[config.mk]
export PLATFORM = sky130hd
export DESIGN_NAME = tdls_res_fifo
export DESIGN_NICKNAME = d
export VERILOG_FILES = /design/src/tdls_pkg.sv /design/src/tdls_res_fifo.sv
export SDC_FILE = /design/constraint.sdc
export NUM_CORES = 1
export LEC_CHECK = 0
export BUFFER_PORTS_ARGS = -buffer_cell sky130_fd_sc_hd__buf_4
export CORE_UTILIZATION = 35
export DETAILED_ROUTE_END_ITERATION = 6
export GPL_ROUTABILITY_DRIVEN = 0
export MAX_ROUTING_LAYER = met4
export PLACE_DENSITY = 0.51
export REMOVE_ABC_BUFFERS = 1
export SYNTH_ARGS = -nofsm -noshare
export SYNTH_HDL_FRONTEND = slang
export SYNTH_SLANG_ARGS = --single-unit
[constraint.sdc]
create_clock -name clk -period 8.15 [get_ports clk]
set_input_delay 1.63 -clock clk [delete_from_list [all_inputs] [get_ports clk]]
set_output_delay 1.63 -clock clk [all_outputs]
set_load 0.01 [all_outputs]
[src/tdls_pkg.sv]
// shared types, codes and constants of the trace-driven link shaper
`timescale 1ns / 1ps
package tdls_pkg;

	localparam int QUEUE_DEPTH_DEF = 256;
	localparam int FRONT_DEPTH     = 4;
	localparam int FRONT_PTR_W     = $clog2(FRONT_DEPTH);
	localparam int RES_DEPTH       = 4;
	localparam int RES_PTR_W       = $clog2(RES_DEPTH);

	localparam logic [10:0] MAX_SERVICE = 11'd1514;
	localparam logic [13:0] MIN_LEN     = 14'd60;

	localparam logic CMD_ARRIVAL     = 1'b0;
	localparam logic CMD_OPPORTUNITY = 1'b1;

	localparam logic [1:0] REG_DELAY   = 2'd0;
	localparam logic [1:0] REG_LOSS    = 2'd1;
	localparam logic [1:0] REG_SERVICE = 2'd2;

	typedef enum logic [2:0] {
		KIND_ACCEPT    = 3'd0,
		KIND_DROP_FULL = 3'd1,
		KIND_DROP_LOSS = 3'd2,
		KIND_DELIVER   = 3'd3,
		KIND_OPP_END   = 3'd4
	} kind_t;

	typedef enum logic [1:0] {
		ST_IDLE,
		ST_READ,
		ST_EVAL,
		ST_END
	} eng_state_t;

	// classified event waiting for the engine
	typedef struct packed {
		logic        cmd;
		logic [31:0] now;
		logic [15:0] tag;
		logic [13:0] len;
		logic        lost;
	} front_item_t;

	typedef struct packed {
		logic [15:0] tag;
		logic [13:0] len;
		logic [31:0] entry;
	} entry_t;

	typedef struct packed {
		kind_t       kind;
		logic [15:0] tag;
		logic [13:0] len;
		logic [31:0] qdelay;
		logic [10:0] unused;
		logic        last;
	} result_t;

	// engine side of the result queue
	typedef struct packed {
		logic    push;
		result_t data;
	} res_wr_t;

endpackage

[src/tdls_res_fifo.sv]
// result queue between the engine and the output side
`timescale 1ns / 1ps
module tdls_res_fifo import tdls_pkg::*; (
	input  logic    clk,
	input  logic    arst_n,
	input  res_wr_t res_wr,
	output logic    full,
	input  logic    pop,
	output logic    empty,
	output result_t dout
);

	result_t              q_mem [RES_DEPTH];
	logic [RES_PTR_W-1:0] wr_ptr_q;
	logic [RES_PTR_W-1:0] rd_ptr_q;
	logic [RES_PTR_W:0]   cnt_q;
	logic                 do_pop;

	assign full   = (cnt_q == (RES_PTR_W+1)'(RES_DEPTH));
	assign empty  = (cnt_q == '0);
	assign do_pop = pop && !empty;
	assign dout   = q_mem[rd_ptr_q];

	always_ff @(posedge clk or negedge arst_n) begin
		if (!arst_n) begin
			wr_ptr_q <= '0;
			rd_ptr_q <= '0;
			cnt_q    <= '0;
		end else begin
			if (res_wr.push) wr_ptr_q <= wr_ptr_q + 1'b1;
			if (do_pop) rd_ptr_q <= rd_ptr_q + 1'b1;
			if (res_wr.push && !do_pop) cnt_q <= cnt_q + 1'b1;
			else if (!res_wr.push && do_pop) cnt_q <= cnt_q - 1'b1;
		end
	end

	always_ff @(posedge clk) begin
		if (res_wr.push) q_mem[wr_ptr_q] <= res_wr.data;
	end

endmodule

; Word level (Yosys, flattened, before mapping)
; Memory sizes are Yosys's and may differ from the RTL's.
; Index checks and enable logic that the tools add are counted.
[op_classes]
n_addsub = 4
eq_ne = 1
n_mux = 4
reduce_logical = 8
[ops]
columns = op, count
row1 = $mux W3, 2
row2 = $add A2 B1 Y2 const B, 2
row3 = $add A3 B1 Y3 const B, 1
row4 = $eq A3 B3 Y1 const B, 1
row5 = $logic_and A1 B1 Y1, 3
row6 = $logic_not A1 Y1, 3
row7 = $logic_not A3 Y1, 1
row8 = $sub A3 B1 Y3 const B, 1
row9 = $mux W1, 2
row10 = $reduce_bool A2 Y1, 1
[word_totals]
regBits = 7
ramBits = 308
inputBits = 81
output_inout_bits = 79
elab_cells = 21
mem_count = 1
[mem_list]
columns = memory, depth, width, rd, rd_clocked_by_memory_dff, write_ports, line_no
row1 = q_mem, 4, 77, 1, 0, 1, tdls_res_fifo.sv:13  ; result_t q_mem [RES_DEPTH];

; Depth between registers and ports, before layout
[logic_depth]
ltp_word = 6
mapped_depth = 8
mapped_depth_nobuf = 8

; Least setup slack after synthesis
; OpenSTA, ideal clock, no wires.
[synth_timing]
kind = input to register
start = input res_wr[77] (netlist bit)
end = memory q_mem[1][0] (netlist bit) (enable)
setup_ns = 0.443
arrival_time_ns = 3.426
t_required_ns = 7.707
slack_ns = 4.280
stages = 1
path_buffers = 0
path_cell_list = and2_1
[synth_between]
elab_chain_cells = 2
[synth_rtl]
columns = element, line_no
row1 = from (decl), tdls_res_fifo.sv:6  ; input res_wr_t res_wr,
row2 = $mux W1, tdls_res_fifo.sv:38  ; if (res_wr.push) q_mem[wr_ptr_q] <= res_wr.data;
row3 = $mux W1 (implied by the code), tdls_res_fifo.sv:38
row4 = to (decl), tdls_res_fifo.sv:13
; No other way between the ends.

==> reports/qor.csv <==
stage,metric,value,unit
outcome,status,"complete, no violations",
route,wl_per_cell,20.3,um
job,cap_violations,0,
worst_setup_path,arrival,3.13,ns
route,drtAntennaViolNets,0,
final_layout,instances_no_fill,1087,
final_layout,fillerInstances,2794,
clock_network,root_buffer,clkbuf_16,
clock_network,clock_path_buffers,3,
worst_setup_path,end_kind,output pin,
sta,setup-tns-final,0,ns
clock_network,ctsResizeCount,0,
worst_setup_path,cp_num_buf_inv,2,
global_routing,grt_pass1_vias,5744,
final_layout,drive_above_1_share,46.0,%
clock_network,clock_sinks,315,
pwr,leakage,4.85,nW
synthesis,synth_compound_area_share,0.0435,%
route,drt_pre_antenna_iters,6,
worst_setup_path,crit_type,reg2out,
sta,setup_violations,0,
global_routing,grt_overflow,0,
clock_network,cts_tree,yes,
synthesis,synth_simple_gate_area_share,0.478,%
sta,hold_viol_final,0,
synthesis,synthMuxAreaShare,15.2,%
die,die_area,33600,um2
worst_setup_path,max_stage_delay,0.95,ns
synthesis,synth_top_area_share,80.3,%
worst_setup_path,crit_top_cell,buf_4,
sta,grt_setup_unrepaired,no,
worst_setup_path,endpoint,dout[56],
sta,fin_crit_sh,58.4,%
synthesis,yosysSeqAreaShare,81.9,%
sta,finalClockSkew,0.0130,ns
synthesis,synth-xor-area-share,0.457,%
worst_setup_path,r2r-start,rd_ptr_q[0],
placed_design,placed_cells,1027,
synthesis,synth_top_family_by_area,multiplexers,
worst_setup_path,crit_family,flip-flops,
die,ioPinCount,160,
die,die_x,183,um
die,rows,66,
die,start_util,35.5,%
final_layout,final_util,44.0,%
clock_network,cts_setup_buffers,0,
sta,worst_pin_slew,0.883,ns
worst_setup_path,cp_max_fo,42,
synthesis,yosys_warnings,0,
global_routing,grt_pass1_wl,33.9,mm
synthesis,syn-instance-count,438,
synthesis,synth_cell_type_count,21,
worst_setup_path,worstPathCellList,"buf_4, mux4_2, buf_4",
clock_network,cts_hold_buf,0,
synthesis,synth_area_leader_cell,edfxtp_1,
sta,fmax,0.210,GHz
sta,relSlewSlack,41.1,%
route,drt-total-wl,22.1,mm
global_routing,grt_max_degree,56,
worst_setup_path,r2r_cells,3,
final_layout,multiInputGateArea,1950,um2
final_layout,register_area,9430,um2
global_routing,antenna_found_initial,1,
min_path,hp-class,reg2reg,
final_layout,area_growth,24.0,%
pwr,ir_worst_vdd,0.000205,V
worst_setup_path,crit_required,6.52,ns
synthesis,synth-seq-cells,315,
clock_network,clock_latency,0.50,ns
route,drc,0,
synthesis,synth_area,11500,um2
final_layout,nNetsFinal,710,
placed_design,portBuffers,159,
die,core,32500,um2
worst_setup_path,r2r_end,rd_ptr_q[1],
route,vias,5135,
worst_setup_path,cp-startpoint,rd_ptr_q[0],
clock_network,cts.htree.levels,2,
sta,slew_violations,0,
sta,fin_crit,4.76,ns
worst_setup_path,r2r_slack,5.82,ns
global_routing,gr-usage-all-layers,14.0,%
worst_setup_path,cpMaxStageDelayCell,dfrtp_4,
placed_design,hpwl,12.6,mm
clock_network,cts_made_buffers,36,
pwr,power_density,366,nW/um2
synthesis,synth_area_per_cell,26.3,um2
worst_setup_path,path_depth,3,
route,avgViaCountPerCell,4.72,
route,drtIter0Drc,252,
die,die_h,183,um
synthesis,synth_adder_area_share,0.717,%
worst_setup_path,crit_path_start_kind,flip-flop,
synthesis,synth_area_leaders,"edfxtp_1, mux4_2, dfrtp_1, ha_1, buf_12",
clock_network,clk_pin_slew,0.06,ns
power by group:
part / total (mW) / internal [mW] / leakage (nW) / switching [mW]
Clock: 1.48 / 0.885 / 0.529 / 0.595
Combinational: 1.46 / 0.763 / 1.41 / 0.692
Sequential: 2.29 / 2.12 / 2.91 / 0.164
Total: 5.22 / 3.77 / 4.85 / 1.45
cell usage after synthesis:
| library cell | n |
|---|---|
| inv_1 | 4 |
| buf_2 | 7 |
| mux4_2 | 77 |
| edfxtp_1 | 308 |
| nor3b_1 | 1 |
| xor2_1 | 3 |
| nand2_1 | 2 |
| dfrtp_1 | 7 |
| o21ai_0 | 1 |
| ha_1 | 5 |
| buf_6 | 1 |
| buf_12 | 2 |
| fa_1 | 1 |
| nand3_1 | 1 |
| or3_1 | 1 |
| clkbuf_1 | 4 |
| mux2_2 | 1 |
| nor2_1 | 1 |
| buf_4 | 4 |
| and2_1 | 4 |
| xnor2_1 | 3 |
how the worst min path moves through the flow:
stage / start / endpoint / cells past startpoint
after detailed placement: cnt_q[2] / cnt_q[2] / 1
after floorplan: cnt_q[2] / cnt_q[2] / 1
after global routing: cnt_q[2] / cnt_q[2] / 1
after global placement: cnt_q[2] / cnt_q[2] / 1
final: cnt_q[2] / cnt_q[2] / 1
after CTS: cnt_q[2] / cnt_q[2] / 1
cell families after synthesis:
logic type      Yosys count
compound gates            1
xor+xnor                  6
fa+ha+maj                 6
buf+inv                  22
flops                   315
mux                      78
simple gates             10
cell type report:
type                            instances  area share [%]
Clock buffer                           47            6.96
Inverter                                4           0.105
Timing Repair Buffer                  165            8.68
Clock inverter                         12           0.622
Antenna cell                            1          0.0175
Multi-Input combinational cell        101            13.7
Sequential cell                       315            66.1
Tap cell                              442            3.87
through the flow:
step	hold WS, ns	setup slack [ns]	cell area [um2]	power, mW
floorplan	0.447	2.75	11400	3.16
global placement	0.463	3.74	13200	3.82
detailed placement	0.502	3.76	13200	3.85
CTS	0.512	3.20	14300	5.34
global route	0.533	3.06	14300	5.50
finish	0.529	3.39	14300	5.22
cell usage in the layout (no fill, tap or decap), types with 2 or more instances in the layout:
cell / n
dfrtp_4: 2
clkbuf_1: 7
and2_4: 4
mux4_2: 77
xor2_1: 3
buf_4: 165
ha_1: 5
inv_6: 2
dfrtp_1: 5
clkinv_1: 5
clkbuf_8: 3
edfxtp_1: 308
nand2_1: 2
clkinv_2: 3
xnor2_1: 3
clkbuf_16: 37
inv_1: 4
state kept, by name (all words and copies together), names as in the netlist:
register,cells
q_mem,308
cnt_q,3
rd_ptr_q,2
wr_ptr_q,2
metal layers:
| layer | GRT usage [%] | part of all wire, % |
|---|---|---|
| met5 | - | 0 |
| met4 | 3.73 | 2.0 |
| met3 | 3.75 | 6.3 |
| met2 | 23.0 | 50 |
| met1 | 17.2 | 41 |
(Power assumes the default switching activity.)
