## src/tdls_pkg.sv

```systemverilog
// shared types, codes and constants of the trace-driven link shaper
`timescale 1ns / 1ps
package tdls_pkg;

	localparam int QUEUE_DEPTH_DEF = 256;
	localparam int FRONT_DEPTH     = 4;
	localparam int FRONT_PTR_W     = $clog2(FRONT_DEPTH);
	localparam int RES_DEPTH       = 4;
	localparam int RES_PTR_W       = $clog2(RES_DEPTH);

	localparam logic [10:0] MAX_SERVICE = 11'd1514;
	localparam logic [13:0] MIN_LEN     = 14'd60;

	localparam logic CMD_ARRIVAL     = 1'b0;
	localparam logic CMD_OPPORTUNITY = 1'b1;

	localparam logic [1:0] REG_DELAY   = 2'd0;
	localparam logic [1:0] REG_LOSS    = 2'd1;
	localparam logic [1:0] REG_SERVICE = 2'd2;

	typedef enum logic [2:0] {
		KIND_ACCEPT    = 3'd0,
		KIND_DROP_FULL = 3'd1,
		KIND_DROP_LOSS = 3'd2,
		KIND_DELIVER   = 3'd3,
		KIND_OPP_END   = 3'd4
	} kind_t;

	typedef enum logic [1:0] {
		ST_IDLE,
		ST_READ,
		ST_EVAL,
		ST_END
	} eng_state_t;

	// classified event waiting for the engine
	typedef struct packed {
		logic        cmd;
		logic [31:0] now;
		logic [15:0] tag;
		logic [13:0] len;
		logic        lost;
	} front_item_t;

	typedef struct packed {
		logic [15:0] tag;
		logic [13:0] len;
		logic [31:0] entry;
	} entry_t;

	typedef struct packed {
		kind_t       kind;
		logic [15:0] tag;
		logic [13:0] len;
		logic [31:0] qdelay;
		logic [10:0] unused;
		logic        last;
	} result_t;

	// engine side of the result queue
	typedef struct packed {
		logic    push;
		result_t data;
	} res_wr_t;

endpackage

```

## src/tdls_front.sv

```systemverilog
// front end: accepts events, clamps length, makes the loss decision, queues them
`timescale 1ns / 1ps
module tdls_front import tdls_pkg::*; (
	input  logic        clk,
	input  logic        arst_n,
	input  logic        push,
	output logic        full,
	input  logic        cmd,
	input  logic [31:0] now_ms,
	input  logic [15:0] packet_tag,
	input  logic [13:0] packet_len,
	input  logic [15:0] loss_draw,
	input  logic [15:0] loss_threshold,
	output logic        item_valid,
	output front_item_t item,
	input  logic        item_pop
);

	front_item_t            q_mem [FRONT_DEPTH];
	logic [FRONT_PTR_W-1:0] wr_ptr_q;
	logic [FRONT_PTR_W-1:0] rd_ptr_q;
	logic [FRONT_PTR_W:0]   cnt_q;
	logic                   accept;
	front_item_t            new_item;

	assign full       = (cnt_q == (FRONT_PTR_W+1)'(FRONT_DEPTH));
	assign accept     = push && !full;
	assign item_valid = (cnt_q != '0);
	assign item       = q_mem[rd_ptr_q];

	always_comb begin
		new_item.cmd  = cmd;
		new_item.now  = now_ms;
		new_item.tag  = packet_tag;
		new_item.len  = (packet_len < MIN_LEN) ? MIN_LEN : packet_len;
		new_item.lost = (loss_draw < loss_threshold);
	end

	always_ff @(posedge clk or negedge arst_n) begin
		if (!arst_n) begin
			wr_ptr_q <= '0;
			rd_ptr_q <= '0;
			cnt_q    <= '0;
		end else begin
			if (accept) wr_ptr_q <= wr_ptr_q + 1'b1;
			if (item_pop) rd_ptr_q <= rd_ptr_q + 1'b1;
			if (accept && !item_pop) cnt_q <= cnt_q + 1'b1;
			else if (!accept && item_pop) cnt_q <= cnt_q - 1'b1;
		end
	end

	always_ff @(posedge clk) begin
		if (accept) q_mem[wr_ptr_q] <= new_item;
	end

endmodule

```

## config.mk

```make
export PLATFORM = sky130hd
export DESIGN_NAME = tdls_front
export DESIGN_NICKNAME = d
export VERILOG_FILES = /design/src/tdls_pkg.sv /design/src/tdls_front.sv
export SDC_FILE = /design/constraint.sdc
export NUM_CORES = 1
export LEC_CHECK = 0
export CAP_MARGIN = 5
export CORE_AREA = 2 2 173 175
export CTS_CLUSTER_SIZE = 30
export DETAILED_ROUTE_END_ITERATION = 16
export DIE_AREA = 0 0 175 177
export DONT_BUFFER_PORTS = 1
export PLACE_DENSITY = 0.5
export SLEW_MARGIN = 30
export SYNTH_ARGS = -nofsm -noshare
export SYNTH_HDL_FRONTEND = slang
export SYNTH_SLANG_ARGS = --single-unit
```

## constraint.sdc

```tcl
create_clock -name clk -period 3.8 [get_ports clk]
set_input_delay 0.38 -clock clk [delete_from_list [all_inputs] [get_ports clk]]
set_output_delay 0.38 -clock clk [all_outputs]
set_load 0.03 [all_outputs]
```

Yosys cells after proc, flatten, opt, wreduce, memory -nomap -nowiden
Memory sizes are Yosys's and may differ from the RTL's. Cells that the tools add are included.

Register bits: 7. Latch bits: 0. Memory bits (writable): 256. ROM bits: 0. Bits of input ports: 99. Output and inout port bits: 66. Logic and storage cells: 24. Memories kept: 1.

Add/sub/neg operators: 4. Multiply operators: 0. Div/mod/pow operators: 0. Order comparisons: 2. Equality and inequality tests: 1. Shifts and indexed selects: 0. Muxes and demuxes: 5. Bitwise logic cells: 0. Reductions and logical operators: 8.

Memory list: q_mem (words 4, bits a word 64, rd ports 1, clocked after Yosys merged registers in 0, write ports 1, line tdls_front.sv:19) `front_item_t q_mem [FRONT_DEPTH];`.

Operators by type and width (number): $lt A16 B16 Y1 (1); $lt A14 B6 Y1 const B (1); $mux W14 (1); $mux W3 (2); $add A2 B1 Y2 const B (2); $add A3 B1 Y3 const B (1); $eq A3 B3 Y1 const B (1); $logic_and A1 B1 Y1 (3); $logic_not A1 Y1 (3); $reduce_bool A3 Y1 (1); $sub A3 B1 Y3 const B (1); $mux W1 (2); $reduce_bool A2 Y1 (1).

Longest topological paths before layout
Gate-level depths: netlist (run 1).

Depth after elaboration: 7. Gate-level depth with buffers: 9. Gate-level depth less buffers: 8.

Worst setup path after synthesis (run 1)
Ideal clock, no wire load.

Path kind: register -> register. Start: reg cnt_q[0]. End: mem q_mem[0][0] in the netlist's numbering, enable pin. Library setup time: 546 ps. Data arrival time: 2330 ps. Data required time: 3254 ps. Setup slack: 924 ps. Stages on the path, launching flop included: 5. Path buffers: 1. Clock period less this slack: 2876 ps. Cell sequence: dfrtp_1 -> nor3b_1 -> nor2b_1 -> buf_2 -> and2_1.

Cells in the longest elaborated chain, start to end: 5.

Ends and longest elaborated chain: start, declared (line tdls_front.sv:22) `logic [FRONT_PTR_W:0] cnt_q;`; start signal, assigned (line tdls_front.sv:47) `if (accept && !item_pop) cnt_q <= cnt_q + 1'b1;`; start signal, assigned (line tdls_front.sv:48) `else if (!accept && item_pop) cnt_q <= cnt_q - 1'b1;`; $eq A3 B3 Y1 (line tdls_front.sv:26) `assign full = (cnt_q == (FRONT_PTR_W+1)'(FRONT_DEPTH));`; via full (line tdls_front.sv:7) `output logic full,`; $logic_not A1 Y1 (line tdls_front.sv:27) `assign accept = push && !full;`; $logic_and A1 B1 Y1 (line tdls_front.sv:27); via accept (line tdls_front.sv:23) `logic accept;`; $mux W1 (line tdls_front.sv:53) `if (accept) q_mem[wr_ptr_q] <= new_item;`; $mux W1 (not written as such) (line tdls_front.sv:53); end, declared (line tdls_front.sv:19).

The timed path passes the listed nets, and every way through them passes these cells.

==> results of run 1 <==
==> cells in the final DEF (no fill, tap or decap), types with 2 or more instances in the layout <==
cell | netlist | routed
edfxtp_1 | 256 | 256
mux4_2 | 64 | 64
dlygate4sd3_1 | 0 | 59
clkbuf_16 | 0 | 29
inv_1 | 21 | 21
ha_1 | 20 | 20
clkinv_1 | 0 | 8
nand2_1 | 5 | 5
nand2b_1 | 5 | 5
dfrtp_1 | 7 | 5
buf_12 | 0 | 5
and2_4 | 0 | 4
clkinv_2 | 0 | 4
clkinvlp_4 | 0 | 4
a21o_1 | 3 | 3
o21ai_0 | 3 | 3
a21oi_1 | 3 | 3
xnor2_1 | 3 | 3
xor2_1 | 3 | 3
clkbuf_1 | 9 | 3
nor4_1 | 2 | 2
and2_1 | 6 | 2
nand4_1 | 2 | 2
nor2_1 | 2 | 2
clkinv_4 | 0 | 2
buf_16 | 0 | 2
buf_4 | 2 | 2
dfrtp_4 | 0 | 2
==> per-stage QoR <==
step | setup WS (ns) | hold slack [ns] | instance area (um^2)
finish | 0.958 | 0.137 | 12100
floorplan | 0.924 | 0.0844 | 10100
CTS | 0.842 | 0.113 | 12100
detailed placement | 1.44 | 0.0849 | 10600
global placement | 1.44 | 0.0850 | 10500
global route | 0.759 | 0.119 | 12100
==> kinds of logic (layout without fill, tap and decap cells) <==
kind of cell,after synthesis,after routing,share of synthesized area (%)
muxes,65,65,14.4
xor gates and xnor gates,6,6,0.520
DFF,263,263,77.8
AOI/OAI and AO/OA,14,14,0.966
buffers and inverters,44,141,2.17
adders and majority gates,21,21,2.67
and+or+nand+nor,27,27,1.50
==> cell type report <==
type / count / area [um^2]
Inverter: 21 / 78.8
Clock buffer: 32 / 737
Sequential cell: 263 / 7870
Tap cell: 390 / 488
Clock inverter: 20 / 136
Timing Repair Buffer: 68 / 761
Multi-Input combinational cell: 133 / 2030
Fill cell: 2577 / 17100
==> state kept, by name (all words and copies together), names as in the netlist <==
signal / count
cnt_q: 3
q_mem: 256
rd_ptr_q: 2
wr_ptr_q: 2
==> power by group through the flow <==
stage                     Sequential (uW)  Combinational (uW)  Clock (uW)
after CTS                            4150                3010        2620
after detailed placement             4200                2930           0
after global placement               4280                2700           0
after global routing                 4190                3100        2750
final                                4120                2930        2540
after floorplan                      4000                2500           0
==> path summary, 6_finish.rpt <==
check                         startpoint           end  slack, ns  depth (start not counted)
max                          rd_ptr_q[0]      item[42]       0.96                          2
min                        packet_len[4]   q_mem[3][5]       0.14                          1
max reg2reg                     cnt_q[2]  q_mem[3][28]       1.51                          4
min reg2reg                     cnt_q[2]      cnt_q[2]       0.50                          1
max in group asynchronous         arst_n   rd_ptr_q[1]       3.33                          1
min in group asynchronous         arst_n      cnt_q[2]       0.19                          1
==> worst reg2reg max path, delay by kind of cell (launching register included) <==
| kind | cells | cell delay, ns |
|---|---|---|
| simple gates | 3 | 1.24 |
| flops | 1 | 0.40 |
| buf+inv | 1 | 0.30 |
==> per-layer routing <==
metal / vias up / wire [um] / track usage (%)
li1: 1967 / - / -
met2: 154 / 9540 / 21.7
met1: 2280 / 7940 / 15.3
met3: 36 / 1330 / 3.46
met5: - / 0 / 0
met4: 0 / 375 / 3.40
==> what timing repair did <==
item | CTS | global route
hold buffers | 59 | 0
setup endpoints to repair | 0 | 0
endpoints found under the hold margin | 237 | 0
==> out/qor.csv, run 1 <==
metric;value;unit
synth_edf_count;256;
synth_area;10100;um^2
cp_top_family;flip-flops;
clk_latency;0.53;ns
min_path_type;input port to flip-flop;
synth.distinct_cells;32;
io_buffers;0;
core_area;29200;um^2
drc;0;
slew_viol_final;0;
clock_path_buffers;3;
yosysMostFrequentCell;edfxtp_1;
syn_area_per_cell;23.0;um^2
finalNonFillerCells;927;
clock-sinks;263;
grt_pass1_wl;29.2;mm
routedWlPerCell;20.7;um
n_antenna_cell;0;
switching_power;3290;uW
cts_made_buffers;28;
rsz0062_at_grt;false;
drtIter0Drc;270;
dp.cells;816;
ys.flop_type;edfxtp_1;
antenna_found_initial;0;
die_area;31000;um^2
clkSlewWorstSetupHoldPaths;0.06;ns
yosysWarningCount;0;
synth_top_area_share;76.1;%
post_cts_buffers;0;
area_growth;19.8;%
synth_cells;440;
swShare;34.4;%
ant_nets;0;
required;3.42;ns
worstSetupPathType;flip-flop to primary output;
cts.repair.resized;0;
ys_ff_latch;263;
path_max_fanout;28;
die_h;177;um
p_per_area;792;nW/um^2
min_period;2.84;ns
p_leak;0.00398;uW
pin_count;165;
crit_buf_inv;1;
async_flop_share;2.66;%
drt_first_pass_iters;4;
path_cells;buf_4 -> mux4_2;
htree_num_levels;1;
grt_max_degree;42;
status;completed;
synthTopCellsByArea;edfxtp_1 (76%), mux4_2 (14%), ha_1 (2.5%);
grt-ovfl-total;0;
yosys.area.top_type;edfxtp_1;
fin_skew;0.0105;ns
cts_root_buffer;clkbuf_16;
power.internal;6290;uW
power;9590;uW
synth_fp_nets;560;
finalSetupViolCount;0;
maxCapViolCount;0;
grt_pass1_vias;4953;
fin_nets;635;
worst_pin_slew;0.638;ns
worstSetupStartpointType;flip-flop;
synthTopCellsByCount;edfxtp_1 (256), mux4_2 (64), inv_1 (21);
vdd_drop_max;0.000332;V
max_stage_delay;0.84;ns
cp.arrival;2.46;ns
end_kind;primary output;
die_x;175;um
drive_gt1_share;22.5;%
wl;19.2;mm
grt_usage;12.5;%
seq_area_frac_synth;77.8;%
dp_hpwl;12.0;mm
initial_core_util;34.6;%
cts_tree;done;
cp_slowest_cell;dfrtp_4;
post-route-util;41.4;%
p_comb_share;30.5;%
routed-via-count;4437;
clockPowerShare;26.5;%
fin_setup_tns;0;ns
viasPerCell;4.79;
num_rows;63;
slew_headroom;57.5;%
gp_congestion;0.722;
power.share.sequential;42.9;%
finalCritPeriodShare;74.8;%
hold_viol_final;0;
max_freq;352;MHz
(Power assumes the default switching activity.)
==> inputs of run 2 (changes only) <==
--- a/config.mk
+++ b/config.mk
@@ -11,7 +11,7 @@
 export DETAILED_ROUTE_END_ITERATION = 16
 export DIE_AREA = 0 0 175 177
 export DONT_BUFFER_PORTS = 1
-export PLACE_DENSITY = 0.5
+export PLACE_DENSITY = 0.51
 export SLEW_MARGIN = 30
 export SYNTH_ARGS = -nofsm -noshare
 export SYNTH_HDL_FRONTEND = slang
==> constraint.sdc (replaced) <==
create_clock -name clk -period 2.5 [get_ports clk]
set_input_delay 0.25 -clock clk [delete_from_list [all_inputs] [get_ports clk]]
set_output_delay 0.25 -clock clk [all_outputs]
set_load 0.03 [all_outputs]
==> out/qor.csv, run 2 (synthesized netlist as in run 1, its figures left out) <==
metric;value;unit;change
status;completed;;
hold_viol_final;0;;unchanged
vdd_drop_max;0.000610;V;+84%
p_per_area;1230;nW/um^2;+55%
wl;19.8;mm;+3.3%
grt_pass1_vias;5002;;+0.99%
routedWlPerCell;21.2;um;+2.5%
grt_usage;12.8;%;+0.37 points
initial_core_util;34.6;%;unchanged
die_h;177;um;unchanged
io_buffers;0;;unchanged
clock-sinks;263;;unchanged
clock_path_buffers;3;;unchanged
grt_max_degree;43;;+2.4%
gp_congestion;0.782;;+8.3%
end_kind;primary output;;
top_regs;q_mem: 256 flops, cnt_q: 3 flops;;
finalCritPeriodShare;93.9;%;
finalSetupViolCount;0;;unchanged
slew_headroom;64.4;%;+6.9 points
hold_path_startpoint;packet_len[4];;
pre_cts_ws;0.494;ns;-0.943 ns
worstSetupPathType;flip-flop to primary output;;
cp-startpoint;rd_ptr_q[0];;
cp.arrival;2.10;ns;-0.36 ns
drc;0;;unchanged
htree_num_levels;1;;unchanged
grt-ovfl-total;0;;unchanged
viasPerCell;4.86;;+1.5%
placed_cell_area;10700;um^2;+0.56%
crit_buf_inv;1;;unchanged
post-route-util;42.0;%;+0.58 points
core_area;29200;um^2;unchanged
drtIter0Drc;315;;+17%
drt_first_pass_iters;4;;unchanged
finalNonFillerCells;934;;+0.76%
worst_slack;0.153;ns;-0.805 ns
fin_setup_tns;0;ns;unchanged
area_growth;21.5;%;
min_period;2.35;ns;
final_common_cell;edfxtp_1;;
cts_made_buffers;28;;unchanged
cts.repair.resized;0;;unchanged
worstSetupStartpointType;flip-flop;;
rsz0062_at_grt;false;;
drive_gt1_share;24.1;%;+1.6 points
path_cells;buf_4 -> mux4_2;;
fin_nets;642;;+1.1%
path_max_fanout;24;;-14%
grt_pass1_wl;30.2;mm;+3.5%
num_rows;63;;unchanged
max_freq;426;MHz;
fin_area;12300;um^2;+1.4%
die_x;175;um;unchanged
fin_skew;0.0151;ns;+0.00460 ns
r2r_start;cnt_q[0];;
min_path_type;input port to flip-flop;;
clkSlewWorstSetupHoldPaths;0.06;ns;about the same
cp_top_family;multiplexers;;
pin_count;165;;unchanged
slew_viol_final;0;;unchanged
cts_tree;done;;
dp.cells;822;;+0.74%
max_stage_delay;0.70;ns;-0.14 ns
cp_slowest_cell;mux4_2;;
required;2.25;ns;-1.17 ns
die_area;31000;um^2;unchanged
routed-via-count;4538;;+2.3%
antenna_found_initial;1;;+1
regMostFlops;q_mem;;
clk_latency;0.52;ns;about the same
worst_pin_slew;0.529;ns;-0.109 ns
ant_nets;0;;unchanged
dp_hpwl;12.5;mm;+4.6%
largest_reg_flops;256;;unchanged
p_leak;0.00407;uW;+2.4%
layout_common_cells;edfxtp_1 (256), mux4_2 (64), dlygate4sd3_1 (60);;
cts_root_buffer;clkbuf_16;;
maxCapViolCount;0;;unchanged
## run 2: cell types whose count changed in the layout (fill, tap and decap cells not counted), moves of 3 or more
cell	before	now
buf_12	5	9
buf_4	2	6
bufinv_16	1	5
clkinv_1	8	4
clkinvlp_4	4	1
## run 2: metrics by stage
stage	hold slack [ns]	total power, uW
after floorplan	-0.0456	9870
after global placement	-0.0451	10800
after detailed placement	-0.0452	10900
after CTS	0.0239	15400
after global routing	0.0411	15800
final	0.0437	15100
## run 2: repair_timing
action	4_1_cts	5_1_grt
hold buffers	60	0
hold endpoints to repair	241	0
setup buffers	0	0
## run 2: path summary, 6_finish.rpt
path / endpoint / slack (ns) / cells after the start
min in group asynchronous: cnt_q[1] / 0.07 / 1
worst min-delay path: q_mem[0][5] / 0.04 / 1
worst max register to register: cnt_q[1] / 0.49 / 7
max in group asynchronous: rd_ptr_q[1] / 2.13 / 1
worst max-delay path: item[5] / 0.15 / 2
worst min register to register: cnt_q[2] / 0.48 / 1
## run 2: final cells by class
type | count | area (um^2)
antenna | 1 | 2.50
multi-input combinational | 133 | 2040
timing repair buffer | 75 | 826
clock buffer | 32 | 737
sequential | 263 | 7870
tap | 390 | 488
inverter | 21 | 78.8
fill | 2527 | 17000
clock inverter | 19 | 233
## run 2: where the power goes
part	leakage, uW	total [uW]	switching (uW)	internal, uW
Combinational	0.00117	4730	3160	1570
Clock	0.000474	4250	1620	2630
Sequential	0.00242	6090	268	5820
## run 2: routing by layer
metal,wire (um),GRT usage [%],share of wire [%]
met1,8240,16.4,42
met2,9600,21.3,48
met3,1690,4.27,8.5
met4,281,2.88,1.4
met5,0,0,0
## run 2: worst register-to-register path, delay by kind of cell, from the launching register on
family | cells | cell delay, ns
buf+inv | 2 | 0.23
fa+ha+maj | 2 | 0.63
mux | 1 | 0.28
flops | 1 | 0.45
simple gates | 2 | 0.31
==> inputs of run 3 (changes only) <==
--- a/config.mk
+++ b/config.mk
@@ -11,7 +11,7 @@
 export DETAILED_ROUTE_END_ITERATION = 16
 export DIE_AREA = 0 0 175 177
 export DONT_BUFFER_PORTS = 1
-export PLACE_DENSITY = 0.51
+export PLACE_DENSITY = 0.5
 export SLEW_MARGIN = 30
 export SYNTH_ARGS = -nofsm -noshare
 export SYNTH_HDL_FRONTEND = slang
==> constraint.sdc (replaced) <==
create_clock -name clk -period 2.7 [get_ports clk]
set_input_delay 0.27 -clock clk [delete_from_list [all_inputs] [get_ports clk]]
set_output_delay 0.27 -clock clk [all_outputs]
set_load 0.03 [all_outputs]
==> out/qor.csv, run 3 (synthesized netlist as in run 1, its figures left out) <==
metric;value;unit;change
dp_hpwl;11.9;mm;-4.8%
min_path_type;input port to flip-flop;;
path_max_fanout;27;;+13%
p_leak;0.00398;uW;-2.1%
post-route-util;41.3;%;-0.65 points
fillers;2576;;+1.9%
core_area;29200;um^2;unchanged
end_kind;primary output;;
antenna_found_initial;0;;-1
layout_common_cells;edfxtp_1 (256), mux4_2 (64), dlygate4sd3_1 (59);;
worst_slack;0.347;ns;+0.194 ns
rsz0062_at_grt;false;;
slew_headroom;61.6;%;-2.9 points
cts_tree;done;;
wl_met2;9.71;mm;+1.1%
grt_pass1_vias;5040;;+0.76%
die_h;177;um;unchanged
fin_area;12100;um^2;-1.5%
fin_nets;639;;-0.47%
ant_nets;0;;unchanged
viasPerCell;4.81;;-0.99%
final_common_cell;edfxtp_1;;
largest_reg_flops;256;;unchanged
topRoutingLayerUsed;met4;;
htree_num_levels;1;;unchanged
maxCapViolCount;0;;unchanged
clock-sinks;263;;unchanged
grt_max_degree;45;;+4.7%
routed-via-count;4474;;-1.4%
placed_cell_area;10700;um^2;-0.30%
max_freq;425;MHz;
pre_cts_ws;0.451;ns;-0.0429 ns
p_per_area;1100;nW/um^2;-10%
clk_latency;0.53;ns;about the same
num_rows;63;;unchanged
min_period;2.35;ns;
drt_first_pass_iters;5;;+1
hold_viol_final;0;;unchanged
cts_root_buffer;clkbuf_16;;
routedWlPerCell;20.7;um;-2.5%
pin_count;165;;unchanged
worst_pin_slew;0.575;ns;+0.0465 ns
gp_congestion;0.723;;-7.5%
grt_usage;12.4;%;-0.41 points
die_x;175;um;unchanged
wl_met1;7.81;mm;-5.2%
io_buffers;0;;unchanged
finalSetupViolCount;0;;unchanged
n_antenna_cell;0;;-1
fin_setup_tns;0;ns;unchanged
drc;0;;unchanged
drtIter0Drc;279;;-11%
drive_gt1_share;22.2;%;-1.9 points
grt-ovfl-total;0;;unchanged
r2r_setup_slack;0.42;ns;-0.07 ns
slew_viol_final;0;;unchanged
worstSetupPathType;flip-flop to primary output;;
regMostFlops;q_mem;;
vdd_drop_max;0.000461;V;-24%
initial_core_util;34.6;%;unchanged
wl_met3;1.34;mm;-21%
clkSlewWorstSetupHoldPaths;0.06;ns;about the same
whs;0.0172;ns;-0.0265 ns
fin_skew;0.00682;ns;-0.00826 ns
required;2.43;ns;+0.18 ns
top_regs;q_mem: 256 flops, cnt_q: 3 flops;;
wl;19.2;mm;-2.9%
grt_pass1_wl;29.2;mm;-3.5%
worstSetupStartpointType;flip-flop;;
clock_path_buffers;3;;unchanged
status;completed;;
die_area;31000;um^2;unchanged
cp.arrival;2.08;ns;-0.02 ns
finalCritPeriodShare;87.1;%;
cts_made_buffers;28;;unchanged
area_growth;19.6;%;
[run 3: cell types whose count changed in the layout (fill, tap and decap cells not counted)]
| cell | change |
|---|---|
| buf_12 | -1 |
| buf_4 | -1 |
| bufinv_16 | -5 |
| clkbuf_1 | +5 |
| clkinv_1 | +3 |
| clkinv_4 | -3 |
| clkinvlp_4 | -1 |
| diode_2 | -1 |
| dlygate4sd3_1 | -1 |
| inv_6 | +1 |
| nor3b_1 | +1 |
| nor3b_2 | -1 |
[run 3: what timing repair did]
item	4_1_cts	5_1_grt
hold endpoints to repair	237	0
buffers inserted	0	0
gates resized for setup	0	0
hold buffers	59	0
[run 3: final timing paths]
| kind | start | end | cells after the start |
|---|---|---|---|
| max | rd_ptr_q[1] | item[5] | 2 |
| min | packet_len[3] | q_mem[1][4] | 1 |
| max reg2reg | cnt_q[2] | cnt_q[2] | 8 |
| min reg2reg | cnt_q[2] | cnt_q[2] | 1 |
| max in group asynchronous | arst_n | rd_ptr_q[0] | 1 |
| min in group asynchronous | arst_n | rd_ptr_q[1] | 1 |
[run 3: critical path: stages, from the launching register on]
cell and delay [ns]:
dfrtp_4 0.73, buf_4 0.34, mux4_2 0.47
[run 3: final cells by class]
class | count | area, um^2 | area share (%)
Clock buffer | 37 | 756 | 6.25
Multi-Input combinational cell | 133 | 2030 | 16.8
Timing Repair Buffer | 72 | 788 | 6.52
Sequential cell | 263 | 7870 | 65.1
Tap cell | 390 | 488 | 4.04
Clock inverter | 14 | 68.8 | 0.569
Inverter | 21 | 78.8 | 0.652
[run 3: metrics by stage]
stage / power (uW) / instances
5_1_grt: 14000 / 930
6_report: 13300 / 930
2_1_floorplan: 9130 / 440
4_1_cts: 13600 / 930
3_5_place_dp: 10100 / 820
3_3_place_gp: 9980 / 820
[run 3: report_power, final]
part	switching, uW	total (uW)	internal, uW
sequential	284	5670	5390
combinational	2830	4260	1430
clock	1440	3400	1960
[run 3: layer usage]
| layer | GRT usage, % | vias to the layer above |
|---|---|---|
| li1 | - | 1972 |
| met1 | 15.0 | 2320 |
| met2 | 21.9 | 153 |
| met3 | 3.35 | 29 |
| met4 | 3.47 | 0 |
| met5 | 0 | - |
